**src/design/ftl_pkg.sv**
```systemverilog
// shared types and constants for the forwarding table lookup block
`timescale 1ns / 1ps

package ftl_pkg;

    localparam int ADDR_W   = 16;
    localparam int NB_W     = 8;
    localparam int STATUS_W = 2;
    localparam int CNT_OUT_W = 4;

    localparam logic REQ_MAP    = 1'b0;
    localparam logic REQ_LOOKUP = 1'b1;

    localparam logic [STATUS_W-1:0] ST_OK      = 2'd0;
    localparam logic [STATUS_W-1:0] ST_FULL    = 2'd1;
    localparam logic [STATUS_W-1:0] ST_INVALID = 2'd2;

    typedef struct packed {
        logic              req_type;
        logic [ADDR_W-1:0] address;
        logic [NB_W-1:0]   neighbor;
    } req_t;

    typedef struct packed {
        logic [STATUS_W-1:0]  status;
        logic [NB_W-1:0]      next_hop;
        logic                 hit;
        logic [CNT_OUT_W-1:0] entry_count;
    } rsp_t;

endpackage

```
**src/design/ftl_in_reg.sv**
```systemverilog
// input register stage holding one request beat
`timescale 1ns / 1ps

module ftl_in_reg
    import ftl_pkg::*;
(
    input  logic clk,
    input  logic rst_n,
    input  logic in_valid,
    output logic in_ready,
    input  req_t in_req,
    input  logic advance,
    output logic fire,
    output req_t req
);

    logic valid_reg;
    logic valid_next;
    req_t req_reg;

    assign in_ready = !valid_reg || advance;
    assign fire     = valid_reg && advance;
    assign req      = req_reg;

    always_comb
    begin
        valid_next = valid_reg;
        if (in_valid && in_ready)
        begin
            valid_next = 1'b1;
        end
        else if (advance)
        begin
            valid_next = 1'b0;
        end
    end

    always_ff @(posedge clk or negedge rst_n)
    begin
        if (!rst_n)
        begin
            valid_reg <= 1'b0;
        end
        else
        begin
            valid_reg <= valid_next;
        end
    end

    always_ff @(posedge clk)
    begin
        if (in_valid && in_ready)
        begin
            req_reg <= in_req;
        end
    end

endmodule

```
**src/design/ftl_table.sv**
```systemverilog
// table storage, parallel compares, map update and lookup pick
`timescale 1ns / 1ps

module ftl_table
    import ftl_pkg::*;
#(
    parameter int TABLE_ENTRIES = 8
)
(
    input  logic            clk,
    input  logic            rst_n,
    input  logic            cfg_wr_en,
    input  logic [NB_W-1:0] cfg_wr_data,
    input  logic            fire,
    input  req_t            req,
    output rsp_t            rsp
);

    localparam int IDX_W   = (TABLE_ENTRIES > 1) ? $clog2(TABLE_ENTRIES) : 1;
    localparam int COUNT_W = $clog2(TABLE_ENTRIES + 1);
    localparam int EXT_W   = COUNT_W + CNT_OUT_W;

    logic [ADDR_W-1:0]  addr_reg [TABLE_ENTRIES];
    logic [NB_W-1:0]    nb_reg   [TABLE_ENTRIES];
    logic [COUNT_W-1:0] fill_reg;
    logic [COUNT_W-1:0] fill_next;
    logic [NB_W-1:0]    default_nb_reg;

    logic             nb_found;
    logic [IDX_W-1:0] nb_idx;
    logic             addr_found;
    logic [NB_W-1:0]  addr_nb;
    logic             is_full;
    logic             wr_en;
    logic             wr_new;
    logic [IDX_W-1:0] wr_idx;
    logic [EXT_W-1:0] count_ext;

    // lowest occupied entry holding the neighbor, highest occupied entry matching the address
    always_comb
    begin
        nb_found   = 1'b0;
        nb_idx     = '0;
        addr_found = 1'b0;
        addr_nb    = '0;
        for (int i = TABLE_ENTRIES - 1; i >= 0; i--)
        begin
            if ((COUNT_W'(i) < fill_reg) && (nb_reg[i] == req.neighbor))
            begin
                nb_found = 1'b1;
                nb_idx   = IDX_W'(i);
            end
        end
        for (int i = 0; i < TABLE_ENTRIES; i++)
        begin
            if ((COUNT_W'(i) < fill_reg) && (addr_reg[i] == req.address))
            begin
                addr_found = 1'b1;
                addr_nb    = nb_reg[i];
            end
        end
    end

    assign is_full = (fill_reg >= COUNT_W'(TABLE_ENTRIES));

    always_comb
    begin
        wr_en        = 1'b0;
        wr_new       = 1'b0;
        wr_idx       = nb_idx;
        fill_next    = fill_reg;
        rsp.status   = ST_OK;
        rsp.next_hop = '0;
        rsp.hit      = 1'b0;
        if (req.req_type == REQ_MAP)
        begin
            if ((req.address == '0) || (req.neighbor == '0))
            begin
                rsp.status = ST_INVALID;
            end
            else if (nb_found)
            begin
                wr_en = 1'b1;
            end
            else if (is_full)
            begin
                rsp.status = ST_FULL;
            end
            else
            begin
                wr_en     = 1'b1;
                wr_new    = 1'b1;
                wr_idx    = fill_reg[IDX_W-1:0];
                fill_next = fill_reg + COUNT_W'(1);
            end
        end
        else
        begin
            rsp.hit      = addr_found;
            rsp.next_hop = addr_found ? addr_nb : default_nb_reg;
        end
        count_ext       = EXT_W'(fill_next);
        rsp.entry_count = count_ext[CNT_OUT_W-1:0];
    end

    always_ff @(posedge clk or negedge rst_n)
    begin
        if (!rst_n)
        begin
            fill_reg       <= '0;
            default_nb_reg <= '0;
        end
        else
        begin
            if (fire)
            begin
                fill_reg <= fill_next;
            end
            if (cfg_wr_en)
            begin
                default_nb_reg <= cfg_wr_data;
            end
        end
    end

    // entries at or above the fill count are never read, so storage needs no reset
    always_ff @(posedge clk)
    begin
        if (fire && wr_en)
        begin
            addr_reg[wr_idx] <= req.address;
            if (wr_new)
            begin
                nb_reg[wr_idx] <= req.neighbor;
            end
        end
    end

endmodule

```
**src/design/ftl_out_reg.sv**
```systemverilog
// result register toward the master side
`timescale 1ns / 1ps

module ftl_out_reg
    import ftl_pkg::*;
(
    input  logic clk,
    input  logic rst_n,
    input  logic fire,
    input  rsp_t rsp_in,
    output logic advance,
    output logic out_valid,
    input  logic out_ready,
    output rsp_t rsp
);

    logic valid_reg;
    logic valid_next;
    rsp_t rsp_reg;

    assign advance   = !valid_reg || out_ready;
    assign out_valid = valid_reg;
    assign rsp       = rsp_reg;

    always_comb
    begin
        valid_next = valid_reg;
        if (fire)
        begin
            valid_next = 1'b1;
        end
        else if (out_ready)
        begin
            valid_next = 1'b0;
        end
    end

    always_ff @(posedge clk or negedge rst_n)
    begin
        if (!rst_n)
        begin
            valid_reg <= 1'b0;
        end
        else
        begin
            valid_reg <= valid_next;
        end
    end

    always_ff @(posedge clk)
    begin
        if (fire)
        begin
            rsp_reg <= rsp_in;
        end
    end

endmodule

```
**src/design/forwarding_table_lookup_top.sv**
```systemverilog
// top level of the forwarding table lookup block
`timescale 1ns / 1ps

// forwarding table with a default route
// - slave stream carries requests: map an address to a neighbor, or look up an address
// - master stream carries one result beat per request: status, next hop, hit, entry count
// - cfg_wr_en/cfg_wr_data set the default neighbor returned on a lookup miss (0 = none);
//   write it only while no request is in flight
// - a request beat goes into an input register; from there the whole table is
//   compared in parallel, updated on a map, and the result lands in the output register
// - the input register and then the output register lie between the accepting edge and m_tvalid
// - throughput: one beat per cycle while m_tready stays high; set by the single table
//   compare/update pass, which reads the table left by the previous beat
// - stall: when m_tready is low the result holds, the input register keeps one more
//   beat and s_tready drops only once both stages are full
// - reset: table empty, entry count 0, default neighbor 0, both streams idle

module forwarding_table_lookup_top
    import ftl_pkg::*;
#(
    parameter int TABLE_ENTRIES = 8
)
(
    input  logic        clk,
    input  logic        rst_n,
    // default neighbor write
    input  logic        cfg_wr_en,
    input  logic [7:0]  cfg_wr_data,
    // request stream
    input  logic        s_tvalid,
    output logic        s_tready,
    input  logic [23:0] s_tdata,   // address[15:0], neighbor[23:16]
    input  logic [0:0]  s_tuser,   // req_type[0]
    // result stream
    output logic        m_tvalid,
    input  logic        m_tready,
    output logic [15:0] m_tdata    // status[1:0], next_hop[9:2], hit[10], entry_count[14:11], zero
);

    req_t in_req;
    req_t req;
    rsp_t rsp_comb;
    rsp_t rsp;
    logic fire;
    logic advance;

    assign in_req.req_type = s_tuser[0];
    assign in_req.address  = s_tdata[15:0];
    assign in_req.neighbor = s_tdata[23:16];

    ftl_in_reg u_in_reg (
        .clk      (clk),
        .rst_n    (rst_n),
        .in_valid (s_tvalid),
        .in_ready (s_tready),
        .in_req   (in_req),
        .advance  (advance),
        .fire     (fire),
        .req      (req)
    );

    ftl_table #(
        .TABLE_ENTRIES (TABLE_ENTRIES)
    ) u_table (
        .clk         (clk),
        .rst_n       (rst_n),
        .cfg_wr_en   (cfg_wr_en),
        .cfg_wr_data (cfg_wr_data),
        .fire        (fire),
        .req         (req),
        .rsp         (rsp_comb)
    );

    ftl_out_reg u_out_reg (
        .clk       (clk),
        .rst_n     (rst_n),
        .fire      (fire),
        .rsp_in    (rsp_comb),
        .advance   (advance),
        .out_valid (m_tvalid),
        .out_ready (m_tready),
        .rsp       (rsp)
    );

    // result fields packed from bit 0 upward, top bit padded
    assign m_tdata = {1'b0, rsp.entry_count, rsp.hit, rsp.next_hop, rsp.status};

endmodule

```
**config.mk**
```make
export PLATFORM = sky130hd
export DESIGN_NAME = forwarding_table_lookup_top
export DESIGN_NICKNAME = d
export VERILOG_FILES = /design/src/design/ftl_pkg.sv /design/src/design/ftl_in_reg.sv /design/src/design/ftl_table.sv /design/src/design/ftl_out_reg.sv /design/src/design/forwarding_table_lookup_top.sv
export SDC_FILE = /design/constraint.sdc
export NUM_CORES = 1
export LEC_CHECK = 0
export BUFFER_PORTS_ARGS = -buffer_cell sky130_fd_sc_hd__buf_2
export CORE_MARGIN = 4
export CORE_UTILIZATION = 55
export DETAILED_ROUTE_END_ITERATION = 7
export PLACE_DENSITY = 0.73
export SLEW_MARGIN = 20
export SYNTH_ARGS = -nofsm -noshare
export SYNTH_HDL_FRONTEND = slang
export SYNTH_HIERARCHICAL = 1
export SYNTH_SLANG_ARGS = --single-unit
export TNS_END_PERCENT = 1
```
**constraint.sdc**
```tcl
create_clock -name clk -period 4.65 [get_ports clk]
set_clock_uncertainty 0.1 [all_clocks]
set_input_delay 0.93 -clock clk [delete_from_list [all_inputs] [get_ports clk]]
set_output_delay 0.93 -clock clk [all_outputs]
set_load 0.05 [all_outputs]
```
==> reports/summary.txt <==
sequential cell fraction of total power: 0.524
number of buffers inserted by post-CTS setup repair: 0
final count of pins violating max slew: 0
Most used DFF post-synth: sky130_fd_sc_hd__edfxtp_1
overall routing resource usage: 0.218
ANT nets after route: 0
synthesis-to-finish area growth: 12.5%
global route overflow: 0
kind of end point of the critical path: flop
Post-Synthesis Mean Instance Area: 14.4 sq um
post-route core utilization: 0.636
multi-input gate area in the final layout: 0.00362 sq mm
wire length of the first global-routing pass: 37800 microns
arrival time worst endpoint: 4110 ps
combined flip-flop and latch cell area: 0.00732 sq mm
Core Rows: 51
number of filler cells placed in the layout: 1454
number of antenna violations at the first check in global routing: 0
flip-flop count of the largest register, all copies and words added: 128
diode count: 0
final routed wirelength across all metal layers: 24300 microns
CTS tree: done
Post-Layout Cell Count: 1126
cell-internal power: 3.89 mW
normalized max-slew margin: 0.384
Hold/Removal Path Class: in2async
highest cell delay on the worst timing path: 840 ps
outcome: completed
Peak Freq: 0.246 GHz
routed vias: 6531
area of all placed cells without fillers: 0.0125 sq mm
number of maximum-capacitance constraint violations: 0
Mapped Cells: 774
level count of the clock H-tree: 1
number of detailed-routing iterations run before antenna repair: 5
min setup slack post-route: 589 ps
effective utilization at floorplan: 0.565
share of post-route cells with drive strength above 1: 0.181
part of the total power dissipated in combinational logic: 0.120
largest cells by area after synthesis: sky130_fd_sc_hd__edfxtp_1, sky130_fd_sc_hd__xor2_1, sky130_fd_sc_hd__xnor2_1
endpoints failing setup: 0
nets@finish: 883
post-synth design cell area: 0.0111 sq mm
maximum vdd drop: 0.285 mV
number of global-route vias before repair: 6617
final routed DRC violation total: 0
CTS buffer count: 25
cell-by-cell trace of the critical path: xor2_1 -> nor4_1 -> nand3_1 -> nand4_1 -> and4b_1 -> a32oi_1 -> nand2b_1 -> nor2_1
share of the cycle needed by the critical path after routing: 0.873
number of distinct standard cells referenced by the synthesized netlist: 61
crit path max fanout: 17
critical path's slowest cell: sky130_fd_sc_hd__edfxtp_1
die span in x: 150 microns
per-cell routed wire length: 21.5 microns
Worst EP required: 4700 ps
overall power after layout: 5.26 mW
Setup crit start kind: flop
net switching power: 1.37 mW
global placer's final weighted congestion: 0.977
largest net degree at the start of global routing: 26
biggest area consumer among synthesized cells: sky130_fd_sc_hd__edfxtp_1
clock insertion delay at the later pin of the skew report: 520 ps
clock tree root driver cell: sky130_fd_sc_hd__clkbuf_16
worst slack after detailed placement: 603 ps
number of buffers inserted for hold repair after clock tree synthesis: 0
count of flip-flops with a built-in enable after synthesis: 232
leakage power of the design: 4.18 nW
Placed Instances: 1081
clock transition time at the flip-flop clock pins of the worst setup and hold paths: 60 ps
endpoints failing hold: 0
Resize count post-CTS: 0
Detailed Route Iter0 Violations: 605
# port buffers: 54
shortest period the worst path allows: 4060 ps
share of synthesized flip-flops with an asynchronous set or reset: 0.0569
Die Y: 150 microns
top-area cell type share of the netlist area: 0.625
cell area power density: 419 mW/mm^2
Die ar.: 0.0226 sq mm
top library cells by usage in the layout, fill and taps aside: sky130_fd_sc_hd__edfxtp_1, sky130_fd_sc_hd__xor2_1, sky130_fd_sc_hd__xnor2_1
setup repair after global routing missed its margin: no
TNS Setup: 0 ps
number of storage elements in the synthesis netlist: 246
switching share of power: 0.261
# IOs: 56
core area: 0.0197 sq mm
average vias per placed instance: 5.80
post-DP HPWL: 16900 microns
clock network power share: 0.356
post-synthesis sequential area ratio: 0.657
Post-Place Cell Area: 0.0118 sq mm
most common library cell in the layout ignoring fill and taps: sky130_fd_sc_hd__edfxtp_1
clock sinks: 246
Max Root-Sink Buffers: 3
critical path class: reg2reg
count of synthesis-stage warnings from yosys: 6
total nets after synthesis: 814
smallest hold slack: 218 ps
Least-Margin Pin Slew: 915 ps
==> cell type report <==
class	instances	share of cell area
tap	265	0.0264
inverter	9	0.00269
clock buffer	34	0.0567
timing repair buffer	79	0.0365
multi-input combinational	482	0.289
clock inverter	11	0.00539
sequential	246	0.584
==> synth_stat cells, types with 4 or more instances <==
master                      instances
sky130_fd_sc_hd__a21oi_1            9
sky130_fd_sc_hd__a21oi_2            6
sky130_fd_sc_hd__a31oi_1            7
sky130_fd_sc_hd__and2_1            10
sky130_fd_sc_hd__and3_1             4
sky130_fd_sc_hd__buf_2             21
sky130_fd_sc_hd__buf_4              5
sky130_fd_sc_hd__buf_6              4
sky130_fd_sc_hd__clkbuf_1           6
sky130_fd_sc_hd__dfrtp_1           14
sky130_fd_sc_hd__edfxtp_1         232
sky130_fd_sc_hd__inv_1              9
sky130_fd_sc_hd__mux2_2             9
sky130_fd_sc_hd__mux2i_1            6
sky130_fd_sc_hd__nand2_1           36
sky130_fd_sc_hd__nand2b_1           4
sky130_fd_sc_hd__nand3_1           16
sky130_fd_sc_hd__nand4_1           19
sky130_fd_sc_hd__nor2_1            25
sky130_fd_sc_hd__nor3_1            21
sky130_fd_sc_hd__nor3b_1            7
sky130_fd_sc_hd__nor4_1            32
sky130_fd_sc_hd__o2111ai_1          6
sky130_fd_sc_hd__o21ai_0            4
sky130_fd_sc_hd__o221ai_1           8
sky130_fd_sc_hd__o31ai_1            6
sky130_fd_sc_hd__or2_2              4
sky130_fd_sc_hd__or4_1              5
sky130_fd_sc_hd__xnor2_1           90
sky130_fd_sc_hd__xor2_1           106
==> worst max-delay path: cells and delay by family (launching register included) <==
kind            cells  cell delay, ps
simple gates        6            2280
flops               1             840
compound gates      1             320
xor+xnor            1             160
==> power groups by stage <==
| stage | Sequential [mW] | Clock (mW) | Combinational (mW) |
|---|---|---|---|
| floorplan | 2.78 | 0 | 0.421 |
| global placement | 2.79 | 0 | 0.605 |
| detailed placement | 2.80 | 0 | 0.621 |
| CTS | 2.75 | 1.91 | 0.628 |
| global route | 2.77 | 2.01 | 0.681 |
| finish | 2.75 | 1.87 | 0.632 |
==> path summary, 6_finish.rpt <==
check	from	to	slack, ps	cells past startpoint
max in group asynchronous	rst_n	u_table/default_nb_reg[3]	3970	1
worst min register to register	u_table/default_nb_reg[4]	u_table/default_nb_reg[4]	420	1
min in group clk	u_table/default_nb_reg[4]	u_table/default_nb_reg[4]	420	1
worst min-delay path	rst_n	u_out_reg/out_valid	220	1
worst max register to register	u_in_reg/req[6]	u_table/nb_reg[1][0]	590	8
worst max-delay path	u_in_reg/req[6]	u_table/nb_reg[1][0]	590	8
==> cells by family after synthesis <==
logic type                 after synthesis  synth area share
xor gates and xnor gates               196             0.154
buffers and inverters                   46            0.0222
AOI/OAI and AO/OA                       66            0.0447
muxes                                   15            0.0145
DFF                                    246             0.657
adders and majority gates                2           0.00225
other                                    1          0.000337
and+or+nand+nor                        202             0.105
==> per-layer routing <==
metal / wire length (microns) / GRT usage / part of all wire / up-vias
li1: - / - / - / 3009
met5: 0 / 0 / 0 / -
met2: 10900 / 0.333 / 0.45 / 264
met4: 681 / 0.0622 / 0.028 / 0
met3: 2090 / 0.0521 / 0.086 / 43
met1: 10600 / 0.314 / 0.44 / 3215
No activity file was read; power rests on OpenSTA's default activity.
